## config.mk

```make
export PLATFORM = sky130hd
export DESIGN_NAME = tpsd_queue
export DESIGN_NICKNAME = d
export VERILOG_FILES = /design/src/hdl/tpsd_pkg.sv /design/src/hdl/tpsd_queue.sv
export SDC_FILE = /design/constraint.sdc
export NUM_CORES = 1
export LEC_CHECK = 0
export ABC_CLOCK_PERIOD_IN_PS = 5200
export BUFFER_PORTS_ARGS = -buffer_cell sky130_fd_sc_hd__buf_2
export CORE_MARGIN = 10
export CORE_UTILIZATION = 45
export CTS_CLUSTER_DIAMETER = 200
export DETAILED_ROUTE_END_ITERATION = 8
export RECOVER_POWER = 50
export SYNTH_ARGS = -nofsm -noshare
export SYNTH_HDL_FRONTEND = slang
export SYNTH_SLANG_ARGS = --single-unit
```

## constraint.sdc

```tcl
create_clock -name clk -period 5.2 [get_ports clk]
set_input_delay 0.26 -clock clk [delete_from_list [all_inputs] [get_ports clk]]
set_output_delay 0.26 -clock clk [all_outputs]
set_load 0.005 [all_outputs]
```

## src/hdl/tpsd_pkg.sv

```systemverilog
// Shared types, register indexes, event codes and reset values for the tile map stream decoder.
package tpsd_pkg;

  localparam int MAP_ENTRIES_DEFAULT = 1024;
  // Address field of a queued command; wide enough for the largest map of 4096 entries.
  localparam int ADDR_W_MAX = 12;
  localparam int QUEUE_DEPTH = 4;
  localparam int READ_INDEX_W = 10;
  localparam int CFG_INDEX_W = 2;
  localparam int CFG_DATA_W = 16;

  localparam logic [CFG_INDEX_W-1:0] CFG_MAP_BASE   = 2'd0;
  localparam logic [CFG_INDEX_W-1:0] CFG_LIT_THRESH = 2'd1;
  localparam logic [CFG_INDEX_W-1:0] CFG_FRAME_CODE = 2'd2;
  localparam logic [CFG_INDEX_W-1:0] CFG_END_CODE   = 2'd3;

  localparam logic [15:0] MAP_BASE_RESET   = 16'h9800;
  localparam logic [7:0]  LIT_THRESH_RESET = 8'd80;
  localparam logic [7:0]  FRAME_CODE_RESET = 8'hFF;
  localparam logic [7:0]  END_CODE_RESET   = 8'hEE;

  localparam logic [2:0] EV_OK       = 3'd0;
  localparam logic [2:0] EV_FRAME    = 3'd1;
  localparam logic [2:0] EV_END      = 3'd2;
  localparam logic [2:0] EV_ADDR_ERR = 3'd3;
  localparam logic [2:0] EV_IGNORED  = 3'd4;

  typedef enum logic [1:0] {
    OP_NONE  = 2'd0,
    OP_WRITE = 2'd1,
    OP_READ  = 2'd2
  } cmd_op_t;

  typedef struct packed {
    logic                    kind;
    logic [7:0]              stream_byte;
    logic [READ_INDEX_W-1:0] read_index;
  } in_item_t;

  typedef struct packed {
    logic [7:0]  tile_value;
    logic [2:0]  event_res;
    logic [15:0] frame_number;
  } out_item_t;

  typedef struct packed {
    logic [15:0] map_base_address;
    logic [7:0]  literal_threshold;
    logic [7:0]  frame_marker_code;
    logic [7:0]  stream_end_code;
  } cfg_t;

  typedef struct packed {
    cmd_op_t               op;
    logic [ADDR_W_MAX-1:0] addr;
    logic [7:0]            value;
    logic [7:0]            count;
    logic [2:0]            event_res;
    logic [15:0]           frame_number;
  } cmd_t;

endpackage

```

## src/hdl/tpsd_queue.sv

```systemverilog
// Short command queue between the parsing front end and the map back end.
module tpsd_queue (
  input  logic           clk,
  input  logic           rst,
  input  logic           push,
  input  tpsd_pkg::cmd_t push_cmd,
  output logic           full,
  input  logic           pop,
  output logic           not_empty,
  output tpsd_pkg::cmd_t head
);
  import tpsd_pkg::*;

  localparam int PW = $clog2(QUEUE_DEPTH);

  cmd_t        slots [QUEUE_DEPTH];
  logic [PW-1:0] wr_ptr, rd_ptr;
  logic [PW:0]   fill;

  assign full      = (fill == (PW+1)'(QUEUE_DEPTH));
  assign not_empty = (fill != '0);
  assign head      = slots[rd_ptr];

  always_ff @(posedge clk) begin
    if (push) begin
      slots[wr_ptr] <= push_cmd;
    end
  end

  always_ff @(posedge clk) begin
    if (rst) begin
      wr_ptr <= '0;
      rd_ptr <= '0;
      fill   <= '0;
    end else begin
      if (push) begin
        wr_ptr <= wr_ptr + 1'b1;
      end
      if (pop) begin
        rd_ptr <= rd_ptr + 1'b1;
      end
      if (push && !pop) begin
        fill <= fill + 1'b1;
      end else if (pop && !push) begin
        fill <= fill - 1'b1;
      end
    end
  end

endmodule

```

==> summary.md <==
| Metric | Value |
|---|---|
| Status | complete, no violations |
| Worst vdd ir | roughly 0.27 mV |
| EDFF count, synth | 196 |
| DR vias/cell | 5.11 |
| CTS sink cnt | a little over 200 |
| Required time worst endpoint | ~5.3 ns |
| # setup viols final | 0 |
| Avg Cell Area, Syn | ~25 sq um |
| TritonRoute pass-1 iters | 4 |
| Placed inst area | between 0.008 and 0.009 sq mm |
| CP endpoint | slots[3][14]$_DFFE_PP_ |
| Reg2Reg Setup Slack | approximately 2.5 ns |
| DR iter-0 viols | 196 |
| Fin. Hold Viols | 0 |
| Period utilisation layout | 51.1% |
| Clock Pin Slew Worst Setup and Hold Paths | approximately 0.06 ns |
| Crit path max-delay cell type | and2_0 |
| Max Freq | ~380 MHz |
| Dpl cells | just over 600 |
| Detailed-route via count | roughly 3.6k |
| Most common cell after layout, fill and taps aside | edfxtp_1 |
| PwrDens | 392 mW/mm^2 |
| CTS tree | built |
| IO Port Bufs | between 100 and 150 |
| Post-route cell area | about 0.0093 sq mm |
| WP data arrival | around 2.8 ns |
| Peak per-stage delay on the critical path | 1.09 ns |
| GRT Util Overall | approximately 13% |
| Max-cap violation count | 0 |
| Post-cts sizing count | 0 |
| Startpoint types | register |
| Post-Route Setup TNS | 0 ns |
| Total Wirelength | between 10 and 15 mm |
| #FFs+latches synth | 205 |
| Worst-path maximum fanout | 33 |
| Net count after synthesis | between 300 and 400 |
| Hold-fix buffers, CTS | about 50 |
| First-pass GRT wire length | between 20 and 25 mm |
| Ys async rst share | 0% |
| Core area | 0.0165 sq mm |
| RSZ-0062 raised after global routing | no |
| Synth warnings | 0 |
| Cts bufs inserted | 22 |
| Final worst path period need | between 2 and 3 ns |
| Io pins | approximately 100 |
| Detailed placement HPWL | 8.46 mm |
| Worst Setup SP | wr_ptr[0]$_SDFFE_PP0P_ |
| DIE HEIGHT | approximately 150 microns |
| Instance count of the mapped netlist | 300 |
| Crit path cell chain | ha_1 > and2_0 > buf_4 |
| Number of global-route vias before repair | between 4k and 5k |
| Wire per inst | between 20 and 25 microns |
| Final non-filler cell total | between 700 and 800 |
| H-Tree Depth | 1 |
| Root Driver | clkbuf_16 |
| Largest net degree at the start of global routing | 50 |
| Worst-Skew Late Latency | slightly below 0.5 ns |
| Nets | ~530 |
| Share of cells above drive strength 1 | between 20% and 30% |
| Setup Skew | ~0.0080 ns |
| Reg2reg start | wr_ptr[0]$_SDFFE_PP0P_ |
| Gp weighted congestion | around 0.68 |
| Post-CTS setup buffer count | 0 |
| Synth Flop Type | edfxtp_1 |
| Slew Viols, Final | 0 |
| Leakage | 0.00309 uW |
| Min-Delay Path Class | primary input to register |
| Synth unique cells | 23 |
| Antenna Cells | 0 |
| Die X | between 100 and 150 microns |
| Post-route ant nets | 0 |
| DIE AREA | around 0.022 sq mm |
| Worst Setup Path Type | register to register |
| GR Overflow Total | 0 |
| Mapped cell area | around 0.0075 sq mm |
| Clock Path Buffers | 3 |
| Tightest Pin Transition | around 1.4 ns |
| Sequential share of the synthesized area | approximately four fifths |
| Antenna violations before repair | 0 |
| Crit. End Element | register |
| Residual DRC | 0 |
| Initial core utilization | a little under half |
| Commonest non-fill, non-tap cells in the layout | edfxtp_1, clkbuf_1, buf_2 |
| Worst R2R Path Depth | 3 |
| Site Rows | 47 |
| End of the worst register-to-register path | slots[3][14]$_DFFE_PP_ |
| Syn-to-layout area delta | 24.0% |
| Slew headroom | 3.60% |
final cells by class:
cell class	instances	area, sq um
clock buffer	29	598
tap	220	275
clock inverter	9	41.3
timing repair buffer	157	982
sequential	205	6070
fill	1284	7140
inverter	4	15.0
multi-input combinational	79	1350
worst min path at each step:
stage	from	to	slack [ns]	depth (start not counted)
6_report	rst	register	0.06	2
2_1_floorplan	push_cmd[0]	slots[0][0]$_DFFE_PP_	0.36	0
3_5_place_dp	push_cmd[47]	slots[1][47]$_DFFE_PP_	0.48	1
5_1_grt	rst	register	0.06	2
3_3_place_gp	push_cmd[11]	slots[0][11]$_DFFE_PP_	0.47	1
4_1_cts	rst	register	0.03	2
where the power goes:
group,switching [uW],leakage [uW],internal [uW]
logic,145,0.000902,175
registers,49.5,0.00188,1900
clock network,586,0.000312,804
cells in the mapped netlist, types with 2 or more instances:
cell,instances,area share [%]
and2_1,4,0.33
buf_1,3,0.15
buf_12,2,0.53
buf_2,2,0.13
buf_4,3,0.30
dfxtp_1,9,2.4
edfxtp_1,196,78
ha_1,5,0.83
inv_1,4,0.20
mux2i_1,2,0.27
mux4_1,2,0.70
mux4_2,47,14
nor2_1,7,0.35
or3_1,2,0.17
xnor2_1,2,0.23
xor2_1,3,0.35
critical path, delay by kind of cell, from the launching register on:
kind	cells	cell delay, ns
buffers and inverters	1	0.63
and+or+nand+nor	1	1.09
DFF	1	0.40
adders and majority gates	1	0.16
stage by stage:
stage                     hold WS (ns)  power (uW)  utilization, %  setup WS, ns
after floorplan                  0.359        2140               -          3.08
after global placement           0.471        2280            50.2          3.01
after detailed placement         0.477        2290            50.2          3.00
after CTS                       0.0327        3710            57.0          2.48
after global routing            0.0640        3810            56.6          2.33
final                           0.0559        3660            56.6          2.54
kinds of logic (layout without fill, tap and decap cells):
kind of cell	Yosys count	in the layout	synth area share, %
buffers and inverters	16	199	1.51
AND/OR/NAND/NOR	15	15	0.998
XOR/XNOR	5	5	0.582
AO/OA/AOI/OAI	2	2	0.133
adder cells (fa/ha/maj)	6	6	1.10
flip-flops	205	205	80.6
multiplexers	51	51	15.0
layer usage:
layer | vias up | share of wire (%) | global-route usage (%)
met5 | - | 0 | 0
li1 | 1596 | - | -
met2 | 110 | 49 | 21.1
met4 | 0 | 1.7 | 3.39
met3 | 23 | 7.1 | 3.88
met1 | 1865 | 42 | 16.3
state kept, by name, indices dropped and copies added (netlist names), named ones only:
register and cells:
rd_ptr 2, slots 196, fill 3, wr_ptr 2
Note: power is estimated with default switching activity, not from simulation.
