### src/hdl/tpsd_pkg.sv
// Shared types, register indexes, event codes and reset values for the tile map stream decoder.
package tpsd_pkg;

  localparam int MAP_ENTRIES_DEFAULT = 1024;
  // Address field of a queued command; wide enough for the largest map of 4096 entries.
  localparam int ADDR_W_MAX = 12;
  localparam int QUEUE_DEPTH = 4;
  localparam int READ_INDEX_W = 10;
  localparam int CFG_INDEX_W = 2;
  localparam int CFG_DATA_W = 16;

  localparam logic [CFG_INDEX_W-1:0] CFG_MAP_BASE   = 2'd0;
  localparam logic [CFG_INDEX_W-1:0] CFG_LIT_THRESH = 2'd1;
  localparam logic [CFG_INDEX_W-1:0] CFG_FRAME_CODE = 2'd2;
  localparam logic [CFG_INDEX_W-1:0] CFG_END_CODE   = 2'd3;

  localparam logic [15:0] MAP_BASE_RESET   = 16'h9800;
  localparam logic [7:0]  LIT_THRESH_RESET = 8'd80;
  localparam logic [7:0]  FRAME_CODE_RESET = 8'hFF;
  localparam logic [7:0]  END_CODE_RESET   = 8'hEE;

  localparam logic [2:0] EV_OK       = 3'd0;
  localparam logic [2:0] EV_FRAME    = 3'd1;
  localparam logic [2:0] EV_END      = 3'd2;
  localparam logic [2:0] EV_ADDR_ERR = 3'd3;
  localparam logic [2:0] EV_IGNORED  = 3'd4;

  typedef enum logic [1:0] {
    OP_NONE  = 2'd0,
    OP_WRITE = 2'd1,
    OP_READ  = 2'd2
  } cmd_op_t;

  typedef struct packed {
    logic                    kind;
    logic [7:0]              stream_byte;
    logic [READ_INDEX_W-1:0] read_index;
  } in_item_t;

  typedef struct packed {
    logic [7:0]  tile_value;
    logic [2:0]  event_res;
    logic [15:0] frame_number;
  } out_item_t;

  typedef struct packed {
    logic [15:0] map_base_address;
    logic [7:0]  literal_threshold;
    logic [7:0]  frame_marker_code;
    logic [7:0]  stream_end_code;
  } cfg_t;

  typedef struct packed {
    cmd_op_t               op;
    logic [ADDR_W_MAX-1:0] addr;
    logic [7:0]            value;
    logic [7:0]            count;
    logic [2:0]            event_res;
    logic [15:0]           frame_number;
  } cmd_t;

endpackage

### src/hdl/tpsd_front.sv
// Front end: accepts words, parses the packet stream and issues map commands.
module tpsd_front #(
  parameter int MAP_ENTRIES = tpsd_pkg::MAP_ENTRIES_DEFAULT
) (
  input  logic               clk,
  input  logic               rst,
  input  tpsd_pkg::cfg_t     cfg,
  input  logic               clearing,
  input  logic               item_valid,
  output logic               item_ready,
  input  tpsd_pkg::in_item_t item,
  input  logic               q_full,
  output logic               q_push,
  output tpsd_pkg::cmd_t     q_cmd
);
  import tpsd_pkg::*;

  localparam int AW = $clog2(MAP_ENTRIES);
  localparam int IW = READ_INDEX_W + 3;
  localparam int FOLDS = ((1 << READ_INDEX_W) - 1) / MAP_ENTRIES;

  typedef enum logic [5:0] {
    PH_COMMAND    = 6'b000001,
    PH_ADDR_LOW   = 6'b000010,
    PH_LENGTH     = 6'b000100,
    PH_LITERAL    = 6'b001000,
    PH_FILL_VALUE = 6'b010000,
    PH_HALTED     = 6'b100000
  } phase_t;

  phase_t        phase, phase_next;
  logic [7:0]    addr_high, addr_high_next;
  logic [AW-1:0] wp, wp_next;
  logic [7:0]    rem, rem_next;
  logic [15:0]   frames, frames_next;

  logic [16:0]   offset;
  logic [AW:0]   fill_sum;
  logic [AW:0]   fill_wrapped;
  logic [IW-1:0] ridx;
  logic [AW-1:0] wp_inc;
  logic [7:0]    b;

  assign item_ready = !clearing && !q_full;
  assign q_push     = item_valid && item_ready;
  assign b          = item.stream_byte;

  always_comb begin
    phase_next     = phase;
    addr_high_next = addr_high;
    wp_next        = wp;
    rem_next       = rem;
    frames_next    = frames;

    offset = {1'b0, addr_high, b} - {1'b0, cfg.map_base_address};
    fill_sum = {1'b0, wp} + (AW+1)'(rem);
    if (fill_sum >= (AW+1)'(MAP_ENTRIES)) begin
      fill_wrapped = fill_sum - (AW+1)'(MAP_ENTRIES);
    end else begin
      fill_wrapped = fill_sum;
    end
    wp_inc = (wp == AW'(MAP_ENTRIES - 1)) ? '0 : wp + 1'b1;

    // Fold the read index into the map; FOLDS subtractions, (2**READ_INDEX_W - 1) / MAP_ENTRIES, suffice.
    ridx = IW'(item.read_index);
    for (int i = 0; i < FOLDS; i++) begin
      if (ridx >= IW'(MAP_ENTRIES)) begin
        ridx = ridx - IW'(MAP_ENTRIES);
      end
    end

    q_cmd.op        = OP_NONE;
    q_cmd.addr      = ADDR_W_MAX'(wp);
    q_cmd.value     = b;
    q_cmd.count     = 8'd0;
    q_cmd.event_res = EV_OK;

    if (item.kind) begin
      q_cmd.op   = OP_READ;
      q_cmd.addr = ADDR_W_MAX'(ridx[AW-1:0]);
    end else begin
      case (phase)
        PH_COMMAND: begin
          if (b == cfg.frame_marker_code) begin
            if (frames != 16'hFFFF) begin
              frames_next = frames + 16'd1;
            end
            q_cmd.event_res = EV_FRAME;
          end else if (b == cfg.stream_end_code) begin
            phase_next      = PH_HALTED;
            q_cmd.event_res = EV_END;
          end else begin
            addr_high_next = b;
            phase_next     = PH_ADDR_LOW;
          end
        end
        PH_ADDR_LOW: begin
          if (offset[16] || (offset[15:0] > 16'(MAP_ENTRIES - 1))) begin
            phase_next      = PH_HALTED;
            q_cmd.event_res = EV_ADDR_ERR;
          end else begin
            wp_next    = offset[AW-1:0];
            phase_next = PH_LENGTH;
          end
        end
        PH_LENGTH: begin
          if (b > cfg.literal_threshold) begin
            rem_next   = b - cfg.literal_threshold;
            phase_next = PH_LITERAL;
          end else begin
            rem_next   = b;
            phase_next = PH_FILL_VALUE;
          end
        end
        PH_LITERAL: begin
          q_cmd.op    = OP_WRITE;
          q_cmd.count = 8'd1;
          wp_next     = wp_inc;
          rem_next    = rem - 8'd1;
          if (rem == 8'd1) begin
            phase_next = PH_COMMAND;
          end
        end
        PH_FILL_VALUE: begin
          q_cmd.op    = OP_WRITE;
          q_cmd.count = rem;
          wp_next     = fill_wrapped[AW-1:0];
          rem_next    = 8'd0;
          phase_next  = PH_COMMAND;
        end
        PH_HALTED: begin
          q_cmd.event_res = EV_IGNORED;
        end
        default: begin
          q_cmd.event_res = EV_IGNORED;
        end
      endcase
    end

    q_cmd.frame_number = frames_next;
  end

  always_ff @(posedge clk) begin
    if (rst) begin
      phase     <= PH_COMMAND;
      addr_high <= '0;
      wp        <= '0;
      rem       <= '0;
      frames    <= '0;
    end else if (q_push) begin
      phase     <= phase_next;
      addr_high <= addr_high_next;
      wp        <= wp_next;
      rem       <= rem_next;
      frames    <= frames_next;
    end
  end

endmodule

### config.mk
export PLATFORM = sky130hd
export DESIGN_NAME = tpsd_front
export DESIGN_NICKNAME = d
export VERILOG_FILES = /design/src/hdl/tpsd_pkg.sv /design/src/hdl/tpsd_front.sv
export SDC_FILE = /design/constraint.sdc
export NUM_CORES = 1
export LEC_CHECK = 0
export ABC_CLOCK_PERIOD_IN_PS = 8700
export CAP_MARGIN = 20
export CORE_MARGIN = 2
export CORE_UTILIZATION = 27
export CTS_CLUSTER_DIAMETER = 50
export DETAILED_ROUTE_END_ITERATION = 8
export DONT_BUFFER_PORTS = 1
export HOLD_SLACK_MARGIN = 0.02
export PLACE_DENSITY = 0.39
export SYNTH_ARGS = -nofsm -noshare
export SYNTH_HDL_FRONTEND = slang
export SYNTH_SLANG_ARGS = --single-unit
### constraint.sdc
create_clock -name clk -period 8.7 [get_ports clk]
set_clock_uncertainty 0.1 [all_clocks]
set_input_delay 1.305 -clock clk [delete_from_list [all_inputs] [get_ports clk]]
set_output_delay 1.305 -clock clk [all_outputs]
set_load 0.005 [all_outputs]
==> flow_results.org <==
** Run status
- The flow ran to the end, and the final reports show no timing, DRC or antenna violations.

** Clock network
- Clk_lat worst skew :: 0.31 ns
- CTS tree :: built
- CTS built an H-tree with a depth of 2.
- Cells resized by post-CTS repair :: 0
- Clock transition at path regs :: 0.06 ns
- Counting the buffers created by CTS gives 5.
- In this run the post-CTS setup repair buffer count came out at 0.
- Num Clock Sinks :: 48
- Maximum root-to-sink buffer count :: 2
- For this design, the CTS-stage hold fixing added 0 buffers.
- CTS placed an instance of sky130_fd_sc_hd__clkbuf_16 at the clock tree root.

** STA
- Final Max Slew Viols :: 0
- Post-route fraction of the period consumed by the critical path :: between 50% and 60%
- Setup repair after global routing missed its margin :: false
- Summed over all failing endpoints, the final setup total negative slack is 0 ns.
- Setup violations remaining at the end of the flow were counted as 0.
- Measured against its own limit, the worst slew margin works out to around 33%.
- On the final layout, the worst hold slack is about 0.4 ns.
- For the finished layout, the period the worst path requires is 5.069 ns.
- Tightest Pin Transition :: roughly 1.0 ns
- Derived from the worst setup path, the maximum achievable clock frequency is 197.3 MHz.
- Final Hold Viols :: 0

** Setup path
- The number of cells on the worst reg-to-reg path is 8.
- Reg2Reg Setup Slack :: approximately 5.2 ns
- Critical Path End :: q_cmd[17]
- The critical path starts at item[10].
- Endpoint of the most critical register-to-register path :: phase[2]
- Crit path required time :: between 7 and 8 ns
- The worst setup path is of the in2out kind.
- Largest fanout of any net on the critical path :: 7
- The worst setup path is captured at an output pin.
- Worst Path Arrival :: around 3.7 ns
- Crit Reg-Reg Startpoint :: phase[1]
- Type of element launching the critical path :: primary input

** Cells and area
- For this run, the post-layout net count is between 700 and 800.
- Share of cells above drive strength 1 :: around 7.0%
- Counting the fill cells in the layout gives about 2000.
- Footprint of the multi-input gates :: ~0.0036 mm²
- Area growth from synthesis to layout :: 5.713%
- Sequential Area :: slightly below 0.001 mm²

** Logic synthesis
- Top FF cell, synth :: sky130_fd_sc_hd__dfxtp_1
- Share of flip-flops with an asynchronous set or reset :: 0%
- After synthesis, the cell types taking the most area are sky130_fd_sc_hd__dfxtp_1 (20%), sky130_fd_sc_hd__ha_1 (9.5%), sky130_fd_sc_hd__nor2_1 (5.9%), sky130_fd_sc_hd__xnor2_1 (5.6%), sky130_fd_sc_hd__xor2_1 (5.2%).
- Fraction of synthesized cell area taken by the top area cell type :: between 10% and 20%
- Counting distinct cell types in the post-synthesis netlist gives 64.
- Cell type with the highest aggregate area in the netlist :: sky130_fd_sc_hd__dfxtp_1
- Synthesis produced a netlist whose cell count is ~640.
- Most repeated cell in the gate-level netlist after synthesis :: sky130_fd_sc_hd__nor2_1
- Area of the mapped netlist :: 0.004862 mm²
- The Yosys step of the flow raised 0 warnings.
- Averaged over all synthesized cells, the footprint is roughly 7.6 µm².
- Sequential fraction of the synthesis area :: between 10% and 20%
- Post-synthesis register bit count :: 48
- Counting flops with a built-in enable in the synthesized netlist gives 0.
- After synthesis, the most frequently instantiated cells are sky130_fd_sc_hd__nor2_1 (76), sky130_fd_sc_hd__dfxtp_1 (48), sky130_fd_sc_hd__nand2_1 (42).

** Power
- In this run the power density over the cells is between 100 and 150 mW/mm².
- Max VDD drop :: 0.00006888 V
- In this run the static leakage power is approximately 2.0 nW.
- Total power :: about 0.54 mW

** Floorplan
- Starting density of the core :: a little over a quarter
- roughly 120 I/O pins were placed.
- From left edge to right edge, the die measures roughly 140 µm.
- In this run the core area contains 49 standard-cell rows.
- The core region is 0.01784 mm².
- Die Outline Area :: 0.01910 mm²
- Die Ht :: 138.2 µm

** Placement
- Last weighted congestion value of the routability-driven placer :: 0.8467
- Once detailed placement completed, the half-perimeter wirelength came to between 10000 and 15000 µm.
- Input and output buffers added on the ports amount to 0.

** Detailed routing
- For this block, the routed nets add up to about 16000 µm of wire.
- Violation count after the first detailed-routing iteration :: 202
- The pre-antenna-repair detailed-routing pass consisted of 4 iterations.
- Antenna violation net count after detailed routing :: 0
- Vias after detailed routing :: 4407
- Using the TritonRoute via totals, the vias-per-cell ratio works out to roughly 5.2.
- # DRC :: 0
- Mean routed wirelength per cell :: ~19 µm

** Min path
- Worst hold path class :: reg2reg
- Min-delay src :: addr_high[5]

** GRT
- Remaining Overflow, GRT :: 0
- Number of antenna violations at the first check in global routing :: 1
- The first global-routing pass estimated approximately 25000 µm of wire.
- Entering global routing, the biggest net connects 51 pins.
- GRT Resource Usage Total :: around 16%
- The via count of the first global-routing pass was 4324.

** Run
- Across the run, the number of max-cap violations was 0.
## area by class of cell
class	instances	area share [%]
timing repair buffer	2	0.2921
tap	229	5.574
clock buffer	5	2.434
clock inverter	3	0.3651
inverter	37	2.702
multi-input combinational	520	69.89
antenna	1	0.04869
sequential	48	18.70
## how the worst min path moves through the flow
| stage | endpoint | slack (ns) | depth (start not counted) |
|---|---|---|---|
| 2_1_floorplan | addr_high[0] | 0.36 | 2 |
| 3_3_place_gp | addr_high[5] | 0.38 | 2 |
| 3_5_place_dp | addr_high[5] | 0.39 | 2 |
| 4_1_cts | addr_high[5] | 0.41 | 2 |
| 5_1_grt | addr_high[7] | 0.43 | 2 |
| 6_report | addr_high[5] | 0.40 | 2 |
## worst max-delay path, cell delays in order
cell                       delay (ns)
sky130_fd_sc_hd__inv_1           0.06
sky130_fd_sc_hd__ha_1            0.20
sky130_fd_sc_hd__fa_1            0.40
sky130_fd_sc_hd__nor2b_1         0.17
sky130_fd_sc_hd__o211ai_1        0.12
sky130_fd_sc_hd__a21oi_2         0.34
sky130_fd_sc_hd__a21oi_1         0.14
sky130_fd_sc_hd__mux2i_1         0.27
sky130_fd_sc_hd__nor4_4          0.09
sky130_fd_sc_hd__nand2_1         0.07
sky130_fd_sc_hd__nand2_1         0.12
sky130_fd_sc_hd__a211oi_1        0.37
## where the power goes
part / total (mW) / switching, mW / internal (mW)
Clock: 0.205 / 0.0989 / 0.107
Combinational: 0.117 / 0.0646 / 0.0529
Sequential: 0.222 / 0.00109 / 0.221
Total: 0.545 / 0.165 / 0.380
## placed cells by master (no fill, tap or decap), drive strengths merged, types with 3 or more instances in the layout
cell type,netlist,final
a21oi,41,41
dfxtp,48,48
nor3,22,22
o21bai,6,6
nand4,9,9
xor2,29,29
o22ai,9,9
and2,7,7
mux2,17,17
and3,15,15
o221ai,4,4
o21ai,28,28
mux2i,19,19
nor2b,11,11
clkbuf,15,5
inv,37,37
nor4,7,7
o21a,6,6
a31oi,5,5
nand3,23,23
o211ai,4,4
nor2,77,77
nor3b,7,7
xnor2,31,31
or4,3,3
a211oi,10,10
a21o,8,8
a221oi,4,4
fa,3,3
ha,37,37
or3,4,4
nand2b,11,11
clkinv,0,3
nand2,42,42
## metal layers
layer  track usage (%)  up-vias  share of wire, %
li1                  -     2206                 -
met1             21.94     2103                49
met2             27.02       83                46
met3             3.048       15               3.5
met4             5.048        0               2.0
met5                 0        -                 0
## registers in the layout, indices dropped and copies added, names as in the netlist
signal,flops
addr_high,8
frames,16
phase,6
rem,8
wp,10
## logic make-up after synthesis
logic type	Yosys count	share of synthesized area [%]
AOI/OAI and AO/OA	141	19.12
xor gates and xnor gates	60	10.81
other	1	0.07713
muxes	36	7.849
and+or+nand+nor	241	25.19
buffers and inverters	69	6.433
DFF	48	19.76
adders and majority gates	40	10.76
## metrics by stage
stage,setup slack (ns),utilization (%),std cells,instance area [µm²]
after floorplan,4.009,-,637,4866
after global placement,3.709,27.95,835,4986
after detailed placement,3.575,27.95,835,4986
after CTS,3.578,28.75,843,5130
after global routing,3.381,28.81,845,5140
final,3.631,28.81,845,5140
No activity file was read; power rests on OpenSTA's default activity.
